**src/rtl/pwc_pkg.sv**
```systemverilog
// Shared types, codes and constants for the PSF window clip pipeline.
// Depends on nothing; every other file imports it.
`timescale 1ns / 1ps
`default_nettype none

package pwc_pkg;

    localparam int DEF_IMAGE_COLS = 1024;
    localparam int DEF_IMAGE_ROWS = 1024;

    // Doubled-unit numerators stay below 2**34, doubled pitches below 2**32.
    localparam int NUM_W   = 34;
    localparam int DEN_W   = 32;
    localparam int LANES   = 4;
    localparam int CASE_W  = 3;
    localparam int CFG_A_W = 3;
    localparam int CFG_D_W = 32;

    typedef enum logic [CASE_W-1:0] {
        CASE_CORNER = 3'd0,
        CASE_INSIDE = 3'd1,
        CASE_LEFT   = 3'd2,
        CASE_BOTTOM = 3'd3,
        CASE_NONE   = 3'd4
    } pwc_case_t;

    typedef enum logic [CFG_A_W-1:0] {
        REG_ORIGIN_X   = 3'd0,
        REG_ORIGIN_Y   = 3'd1,
        REG_PITCH_X    = 3'd2,
        REG_PITCH_Y    = 3'd3,
        REG_PSF_COLS   = 3'd4,
        REG_PSF_ROWS   = 3'd5,
        REG_PSF_WIDTH  = 3'd6,
        REG_PSF_HEIGHT = 3'd7
    } pwc_reg_t;

    typedef struct packed {
        logic signed [31:0] origin_x;
        logic signed [31:0] origin_y;
        logic [30:0]        pitch_x;
        logic [30:0]        pitch_y;
        logic [8:0]         psf_cols;
        logic [8:0]         psf_rows;
        logic [30:0]        psf_width;
        logic [30:0]        psf_height;
    } pwc_cfg_t;

    typedef logic [LANES-1:0][NUM_W-1:0] pwc_num_t;

endpackage

`default_nettype wire

```
**src/rtl/pwc_front.sv**
```systemverilog
// Input stage: doubled distances, window tests, case code and divider numerators.
// Depends on pwc_pkg.
`timescale 1ns / 1ps
`default_nettype none

module pwc_front
    import pwc_pkg::*;
(
    input  wire logic               clk,
    input  wire logic               rst_n,
    input  wire pwc_cfg_t           cfg,
    input  wire logic               in_valid,
    output logic                    in_stall,
    input  wire logic signed [31:0] pos_x,
    input  wire logic signed [31:0] pos_y,
    output logic                    out_valid,
    input  wire logic               out_stall,
    output pwc_num_t                num,
    output logic [CASE_W-1:0]       kind
);

    logic               valid_reg;
    pwc_num_t           num_reg;
    pwc_num_t           num_next;
    pwc_case_t          kind_reg;
    pwc_case_t          kind_next;
    logic               en;
    logic signed [35:0] xz2;
    logic signed [35:0] yz2;
    logic signed [35:0] w;
    logic signed [35:0] h;
    logic signed [35:0] sx_a;
    logic signed [35:0] sx_b;
    logic signed [35:0] sy_a;
    logic signed [35:0] sy_b;
    logic               x_in;
    logic               y_in;
    logic               x_lo;
    logic               y_lo;

    always_comb
    begin
        xz2 = (36'(cfg.origin_x) - 36'(pos_x)) <<< 1;
        yz2 = (36'(cfg.origin_y) - 36'(pos_y)) <<< 1;
        w   = $signed({5'd0, cfg.psf_width});
        h   = $signed({5'd0, cfg.psf_height});
        x_in = (-w < xz2) && (xz2 < w);
        y_in = (-h < yz2) && (yz2 < h);
        x_lo = xz2 < -w;
        y_lo = yz2 < -h;
        sx_a = x_lo ? (-w - xz2) : (xz2 + w);
        sx_b = w - xz2;
        sy_a = y_lo ? (-h - yz2) : (yz2 + h);
        sy_b = h - yz2;
        num_next[0] = sx_a[NUM_W-1:0];
        num_next[1] = sx_b[NUM_W-1:0];
        num_next[2] = sy_a[NUM_W-1:0];
        num_next[3] = sy_b[NUM_W-1:0];
        if (x_in && y_in)
            kind_next = CASE_CORNER;
        else if (x_lo && y_lo)
            kind_next = CASE_INSIDE;
        else if (x_in && y_lo)
            kind_next = CASE_LEFT;
        else if (x_lo && y_in)
            kind_next = CASE_BOTTOM;
        else
            kind_next = CASE_NONE;
    end

    assign en       = !valid_reg || !out_stall;
    assign in_stall = !en;

    always_ff @(posedge clk or negedge rst_n)
    begin
        if (!rst_n)
            valid_reg <= 1'b0;
        else if (en)
            valid_reg <= in_valid;
    end

    always_ff @(posedge clk)
    begin
        if (en && in_valid)
        begin
            num_reg  <= num_next;
            kind_reg <= kind_next;
        end
    end

    assign out_valid = valid_reg;
    assign num       = num_reg;
    assign kind      = kind_reg;

endmodule

`default_nettype wire

```
**config.mk**
```make
export PLATFORM = sky130hd
export DESIGN_NAME = pwc_front
export DESIGN_NICKNAME = d
export VERILOG_FILES = /design/src/rtl/pwc_pkg.sv /design/src/rtl/pwc_front.sv
export SDC_FILE = /design/constraint.sdc
export NUM_CORES = 1
export LEC_CHECK = 0
export BUFFER_PORTS_ARGS = -buffer_cell sky130_fd_sc_hd__buf_4
export CAP_MARGIN = 20
export CORE_ASPECT_RATIO = 1.4
export CORE_MARGIN = 4
export CORE_UTILIZATION = 39
export DETAILED_ROUTE_END_ITERATION = 16
export GPL_ROUTABILITY_DRIVEN = 0
export SLEW_MARGIN = 15
export SYNTH_ARGS = -nofsm -noshare
export SYNTH_HDL_FRONTEND = slang
export SYNTH_SLANG_ARGS = --single-unit
```
**constraint.sdc**
```tcl
create_clock -name clk -period 18.8 [get_ports clk]
set_clock_uncertainty 0.1 [all_clocks]
set_input_delay 0.94 -clock clk [delete_from_list [all_inputs] [get_ports clk]]
set_output_delay 0.94 -clock clk [all_outputs]
set_load 0.02 [all_outputs]
```
== After elaboration in Yosys (flattened, before gate mapping) ==
Index checks and enable logic that the tools add are counted.
Word-level totals
  memories kept: 0
  memory bits (writable): 0
  output and inout bits: 141
  bits of input ports: 274
  memory bits (read-only): 0
  latch bits: 0
  bits in registers: 140
Cells by class
  eq/ne operators: 0
  bitwise logic cells: 0
  multiplexer cells: 5
  add/subtract/negate cells: 10
  multipliers: 0
  order comparisons: 6
  div/mod/pow operators: 0
  reduce and logical (&&, ||, !) cells: 13
  shifts and indexed selects: 0
Operators with widths (count)
  $lt 34x36->1: 2
  $lt 36x34->1: 2
  $neg 31->36: 2
  $add 34x32->34: 2
  $lt 34x32->1: 2
  $mux 34: 2
  $sub 32x34->34: 2
  $sub 34x34->34: 2
  $sub 32x32->33: 2
  $logic_and 1x1->1: 7
  $logic_not 1->1: 3
  $mux 3: 1
  $reduce_or 3->1: 1
  $mux 2: 1
  $reduce_or 2->1: 1
  $logic_or 1x1->1: 1
  $mux 1: 1

== Longest topological paths before layout ==
Gate-level depths: netlist of run 1.
  depth after elaboration: 7
  mapped depth: 29
  depth with buffers taken out: 27

== Least setup slack after synthesis of run 1 ==
Ideal clock, no wire load.
  path type: input -> register
  start: input out_stall
  end: register kind_reg[0], in the netlist kind[0] (enable)
  buffers on the path: 0
  arrival time: 7.178 ns
  cell stages on the path: 2
  setup slack: 10.873 ns
  cell sequence: and2_1 nor2b_1
On the way
  cells in the longest elaborated chain, start to end: 3
RTL lines
  from (decl): line pwc_front.sv:17  | input wire logic out_stall,
  $logic_not 1->1: line pwc_front.sv:71  | assign en = !valid_reg || !out_stall;
  $logic_or 1x1->1: line pwc_front.sv:71
  $logic_and 1x1->1: line pwc_front.sv:84  | if (en && in_valid)
  to (signal assigned): line pwc_front.sv:87  | kind_reg <= kind_next;
  to (decl): line pwc_front.sv:25  | pwc_case_t kind_reg;
Every way passes these cells.
A chain may end at the register's enable or synchronous reset.

== Worst setup path in the final report of run 1 ==
  start: input cfg[192] in the netlist's numbering
  end: register num_reg, in the netlist num[26], data pin
On the way
  cells in the longest elaborated chain, start to end: 3
  elaborated cells between the ends (all ways): 5
  classes of those cells: add/sub (3); order compare (1); mux (1)
RTL lines
  from (decl): line pwc_front.sv:11  | input wire pwc_cfg_t cfg,
  $sub 32x32->33 (*): line pwc_front.sv:43  | xz2 = (36'(cfg.origin_x) - 36'(pos_x)) <<< 1;
  $add 34x32->34, or another cell as far along: line pwc_front.sv:51  | sx_a = x_lo ? (-w - xz2) : (xz2 + w);
  $mux 34 (*): line pwc_front.sv:51
  net sx_a[26]: line pwc_front.sv:32  | logic signed [35:0] sx_a;
  to (signal assigned): line pwc_front.sv:86  | num_reg <= num_next;
  to (decl): line pwc_front.sv:23  | pwc_num_t num_reg;
The timed path passes the listed nets; every way through them passes the cells marked *.

==> results of run 1 <==
==> final cells by class <==
class / count / area [µm²]
clock buffer: 17 / 425
timing repair buffer: 341 / 2570
inverter: 290 / 1090
sequential: 138 / 4140
clock inverter: 15 / 140
multi-input combinational: 1997 / 14700
tap: 650 / 813
fill: 5092 / 27300
==> kinds of logic (layout without fill, tap and decap cells) <==
logic type               Yosys count  count (layout)  synth area share, %
AO/OA/AOI/OAI                    738             738                 23.0
AND/OR/NAND/NOR                  629             629                 15.7
buffers and inverters            362             663                 6.83
adder cells (fa/ha/maj)          326             326                 20.5
XOR/XNOR                         289             289                 12.7
flip-flops                       138             138                 20.5
multiplexers                      15              15                0.756
==> metrics by stage <==
| stage | setup slack (ps) | instances |
|---|---|---|
| final | 11380 | 3448 |
| after global routing | 11140 | 3448 |
| after CTS | 11460 | 3448 |
| after detailed placement | 10970 | 3416 |
| after global placement | 11150 | 3416 |
| after floorplan | 10870 | 2497 |
==> worst max-delay path by stage <==
stage                         start      end  slack [ps]  cells after the start
final                      cfg[192]  num[26]       11380                     22
after global routing       cfg[192]  num[31]       11140                     21
after CTS                  cfg[192]  num[30]       11460                     21
after detailed placement   cfg[192]  num[30]       10970                     21
after global placement     cfg[192]  num[26]       11150                     22
after floorplan           out_stall  kind[0]       10870                      2
==> power by group through the flow <==
stage,Combinational (mW),Clock [mW],Sequential [mW]
after floorplan,0.909,0,0.572
after CTS,1.44,0.349,0.483
after global routing,1.59,0.360,0.488
after global placement,1.42,0,0.489
after detailed placement,1.43,0,0.488
final,1.45,0.340,0.482
==> layout by cell type, fill, tap and decap left out, types with 9 or more instances in the layout <==
| cell type | netlist | routed |
|---|---|---|
| edfxtp_1 | 137 | 137 |
| xor2_1 | 105 | 105 |
| o21ai_0 | 161 | 161 |
| nand4_1 | 25 | 25 |
| o211ai_1 | 18 | 18 |
| o21bai_1 | 39 | 39 |
| nor2_1 | 170 | 169 |
| and3_1 | 19 | 19 |
| nand2b_1 | 41 | 41 |
| a21oi_1 | 244 | 244 |
| nand2_1 | 133 | 133 |
| buf_4 | 2 | 340 |
| a21o_1 | 94 | 93 |
| nand3_1 | 44 | 44 |
| ha_1 | 316 | 316 |
| a31oi_1 | 15 | 15 |
| nor4_1 | 24 | 24 |
| clkbuf_16 | 0 | 17 |
| o21a_1 | 18 | 18 |
| and2_1 | 11 | 11 |
| o31ai_1 | 22 | 22 |
| inv_1 | 289 | 289 |
| mux2i_1 | 13 | 13 |
| or4_1 | 9 | 9 |
| xnor2_1 | 181 | 181 |
| nor2b_1 | 30 | 29 |
| nor3_1 | 61 | 61 |
| a211oi_1 | 24 | 24 |
| or3_1 | 22 | 22 |
==> critical path, stage by stage <==
cell and delay, ps:
buf_4 110, ha_1 360, and4_1 330, and3_1 230
nor2b_1 130, a21oi_1 640, a21oi_1 180, a2111oi_0 1000
nor2_1 160, o21ba_2 260, o22ai_1 570, ha_1 400
a21o_1 180, a21oi_1 140, o2111ai_1 130, o21ai_0 180
nand3_1 110, a41oi_1 390, nor2_4 190, buf_4 340
nor4_1 360, a21oi_1 120
==> per-layer routing <==
layer | up-vias | track usage, %
li1 | 9435 | -
met1 | 8878 | 24.1
met2 | 576 | 42.4
met3 | 157 | 2.59
met4 | 0 | 13.9
met5 | - | 0
==> reports/metrics.csv, run 1 <==
metric,value,unit
status,completed,
CP startpoint kind,input pin,
met3 wire len,2490,µm
Metal-1 WL,24700,µm
IO Pins,415,
Final Core Density,46.7,%
GRT overflow,0,
post-route clock period utilization,39.4,%
number of DRC markers in iteration 0,844,
Post-synth top cells,"316 x ha_1, 289 x inv_1, 244 x a21oi_1",
Post-Syn Area per Cell,8.08,µm²
R2R depth,3,
via count,19046,
Hold Buf Count CTS,0,
vias in the first global route,19081,
core area,51100,µm²
Die ar.,55500,µm²
largest cells by area after synthesis,"edfxtp_1 20%, ha_1 20%, xnor2_1 7.9%, a21oi_1 6.1%, inv_1 5.4%",
Post-Route WL,65100,µm
synth warn,0,
largest net degree at the start of global routing,138,
largest area contributor in the netlist,edfxtp_1,
Synth cell types,81,
max FFs per register,134,
root buf cell,clkbuf_16,
n_diodes,0,
vias per cell,5.52,
"Cell Area, Placed",23300,µm²
Total Neg Setup Slack,0,ps
worst path required time,18870,ps
initial antenna violation count,0,
CTS Buf Count,17,
worst hold-check path type,in -> async,
Psw,1.05,mW
Cells after Synth,2497,
final hold violation count,0,
unrepaired setup endpoints after global routing,no,
worst hold slack,143,ps
CTS sink cnt,138,
Seq cells post-synth,138,
crit-path max FO,49,
Setup-failing EPs final,0,
share of cells above drive strength 1,14.6,%
CTS tree,done,
# port buffers,334,
routed len/inst,18.9,µm
Syn Std Cell Area,20200,µm²
row count,98,
Die Width,200,µm
VDD IR max,0.0694,mV
Clock power frac,15.0,%
"CTS clk-pin slew, worst paths",60,ps
sequential share of power,21.2,%
most frequent cell after synthesis,ha_1,
combinational power share,63.8,%
Post-synth ARST share,0.725,%
max_cap viols,0,
Pint,1.22,mW
"Min Clock Period, post-route",7420,ps
gr usage total,22.6,%
critical path type,in -> reg,
Initial Utilization,39.5,%
Post-synth EDFFs,137,
first-pass GRT wire length,101000,µm
post-synth top area share,20.4,%
DRC viols,0,
H-tree depth,4,
clock buffer depth,2,
fmax,135,MHz
cts repair resizes,0,
Synth Net Count,3095,
Area Growth Syn to Fin,18.2,%
top_reg_cell synth,edfxtp_1,
R2R Path Start,out_valid,
Worst-Skew Late Latency,460,ps
DR WL met2,33800,µm
reg2reg end,num[104],
Power Density,95.2,nW/µm²
Slew HR,24.3,%
Sw Share,46.4,%
Max Slew Vio Count,0,
Leak Pwr,11.1,nW
layout net count,3383,
Post-DRT Antenna Nets,0,
Worst Path Arrival,7490,ps
post-CTS setup buffer count,0,
sequential area share after synthesis,20.5,%
R2R setup slack,16880,ps
Pre-antenna DRT Iters,7,
Power Total,2.27,mW
fin area,23900,µm²
Final HPWL DP,54500,µm
Worst setup EP type,flip-flop,
Die H,277,µm
top sig layer,met4,
worst slew pin tran,1110,ps
Power figures use the tool's default switching activity.
==> run 2, diff against run 1 <==
clock period = 6.36 ns   (was 18.8 ns; I/O delays follow)
==> reports/metrics.csv, run 2 (same netlist as run 1, synthesis figures left out) <==
metric,value,unit,change
number of DRC markers in iteration 0,928,,was 844
CTS Buf Count,17,,unchanged
Final HPWL DP,55900,µm,"was 54,500 µm"
gr usage total,23.1,%,was 22.6%
fin area,24600,µm²,"was 23,900 µm²"
fmax,170,MHz,
cts repair resizes,0,,unchanged
worst hold slack,69.1,ps,was 143 ps
Max Slew Vio Count,0,,unchanged
Worst-Skew Late Latency,460,ps,about the same
"Min Clock Period, post-route",5900,ps,
Die Width,200,µm,unchanged
sequential cell area,4140,µm²,unchanged
Leak Pwr,11.6,nW,was 11.1 nW
critical path type,in -> reg,,unchanged
clock buffer depth,2,,unchanged
Initial Utilization,39.5,%,unchanged
Area Growth Syn to Fin,21.7,%,was 18.2%
Final Non-Filler Cells,3530,,"was 3,448"
R2R Path Start,out_valid,,unchanged
via count,19292,,"was 19,046"
Hold Buf Count CTS,4,,was 0
GRT overflow,0,,unchanged
unrepaired setup endpoints after global routing,no,,unchanged
Worst Path Arrival,6070,ps,was 7490 ps
CTS sink cnt,138,,unchanged
Inst Count DP,3494,,"was 3,416"
vias per cell,5.47,,was 5.52
CTS tree,done,,unchanged
Post-DRT Antenna Nets,0,,unchanged
root buf cell,clkbuf_16,,unchanged
n_diodes,0,,unchanged
worst path required time,6530,ps,"was 18,870 ps"
largest net degree at the start of global routing,138,,unchanged
"commonest non-fill, non-tap cells in the layout","416 x buf_4, 316 x ha_1, 289 x inv_1",,"was 340 x buf_4, 316 x ha_1, 289 x inv_1"
worst slew pin tran,979,ps,was 1110 ps
Fill cells,4984,,"was 5,092"
layout net count,3465,,"was 3,383"
post-CTS setup buffer count,0,,unchanged
max_cap viols,0,,unchanged
crit-path max FO,11,,was 49
"Cell Area, Placed",23900,µm²,"was 23,300 µm²"
Crit. Startpoint,cfg[31],,was cfg[192]
H-tree depth,4,,unchanged
first-pass GRT wire length,104000,µm,"was 101,000 µm"
Setup-failing EPs final,0,,unchanged
"commonest non-fill, non-tap cell in the layout",buf_4,,unchanged
Die H,277,µm,unchanged
dpl ws,115,ps,"was 10,970 ps"
routed len/inst,18.9,µm,about the same
Multi-input gate area,14700,µm²,unchanged
Die ar.,55500,µm²,unchanged
"CTS clk-pin slew, worst paths",60,ps,about the same
final setup margin,464,ps,"was 11,380 ps"
max FFs per register,134,,unchanged
CP startpoint kind,input pin,,unchanged
initial antenna violation count,0,,unchanged
VDD IR max,0.198,mV,was 0.0694 mV
Slew HR,34.1,%,was 24.3%
Power Density,284,nW/µm²,was 95.2 nW/µm²
share of cells above drive strength 1,16.9,%,was 14.6%
vias in the first global route,19382,,"was 19,081"
DRC viols,0,,unchanged
Total Neg Setup Slack,0,ps,unchanged
row count,98,,unchanged
Worst setup EP type,flip-flop,,unchanged
Post-Route WL,66800,µm,"was 65,100 µm"
core area,51100,µm²,unchanged
Pre-antenna DRT Iters,5,,was 7
# port buffers,334,,unchanged
post-route clock period utilization,92.7,%,
status,completed,,unchanged
worst hold-check path type,in -> async,,unchanged
IO Pins,415,,unchanged
final hold violation count,0,,unchanged
## run 2: metal layers
layer | track usage [%] | share of wire (%)
met1 | 24.5 | 38
met2 | 44.5 | 53
met3 | 2.94 | 3.8
met4 | 11.9 | 5.2
met5 | 0 | 0
## run 2: path summary, 6_finish.rpt
kind                              to  slack [ps]  cells after the start
setup / recovery             num[25]         460                     22
hold / removal             out_valid          70                      2
setup reg to reg             num[39]        4440                      3
hold reg to reg            out_valid         630                      2
max in group asynchronous  out_valid        6010                      2
min in group clk            num[104]         190                      2
## run 2: critical path, cell delays in order
cell,delay (ps)
dlygate4sd3_1,540
buf_4,170
inv_1,90
ha_1,250
or4b_2,700
nor4_4,360
nand2_1,170
or4_1,490
or3_1,350
xor2_1,180
inv_1,70
ha_1,420
a21o_1,150
a21oi_1,80
o2111ai_1,170
o21ai_0,190
nand3_1,120
a41oi_1,50
buf_4,170
nor2_4,450
buf_4,280
mux2i_1,290
## run 2: metrics by stage
stage | power (mW) | utilization (%)
2_1_floorplan | 4.37 | -
3_3_place_gp | 5.80 | 46.7
3_5_place_dp | 5.84 | 46.7
4_1_cts | 6.96 | 48.0
5_1_grt | 7.45 | 48.0
6_report | 6.97 | 48.0
## run 2: report_power, final
part / switching, mW / internal [mW] / total (mW)
registers: 0.0785 / 1.35 / 1.43
clock network: 0.467 / 0.624 / 1.09
logic: 2.63 / 1.82 / 4.45
total: 3.17 / 3.80 / 6.97
## run 2: area by class of cell
type / count / share of cell area [%]
multi-input cells: 1997 / 59.8
flip-flops and latches: 138 / 16.9
repair buffers: 423 / 13.1
inverters: 290 / 4.43
well taps: 650 / 3.31
clock buffers: 17 / 1.73
clock inverters: 15 / 0.759
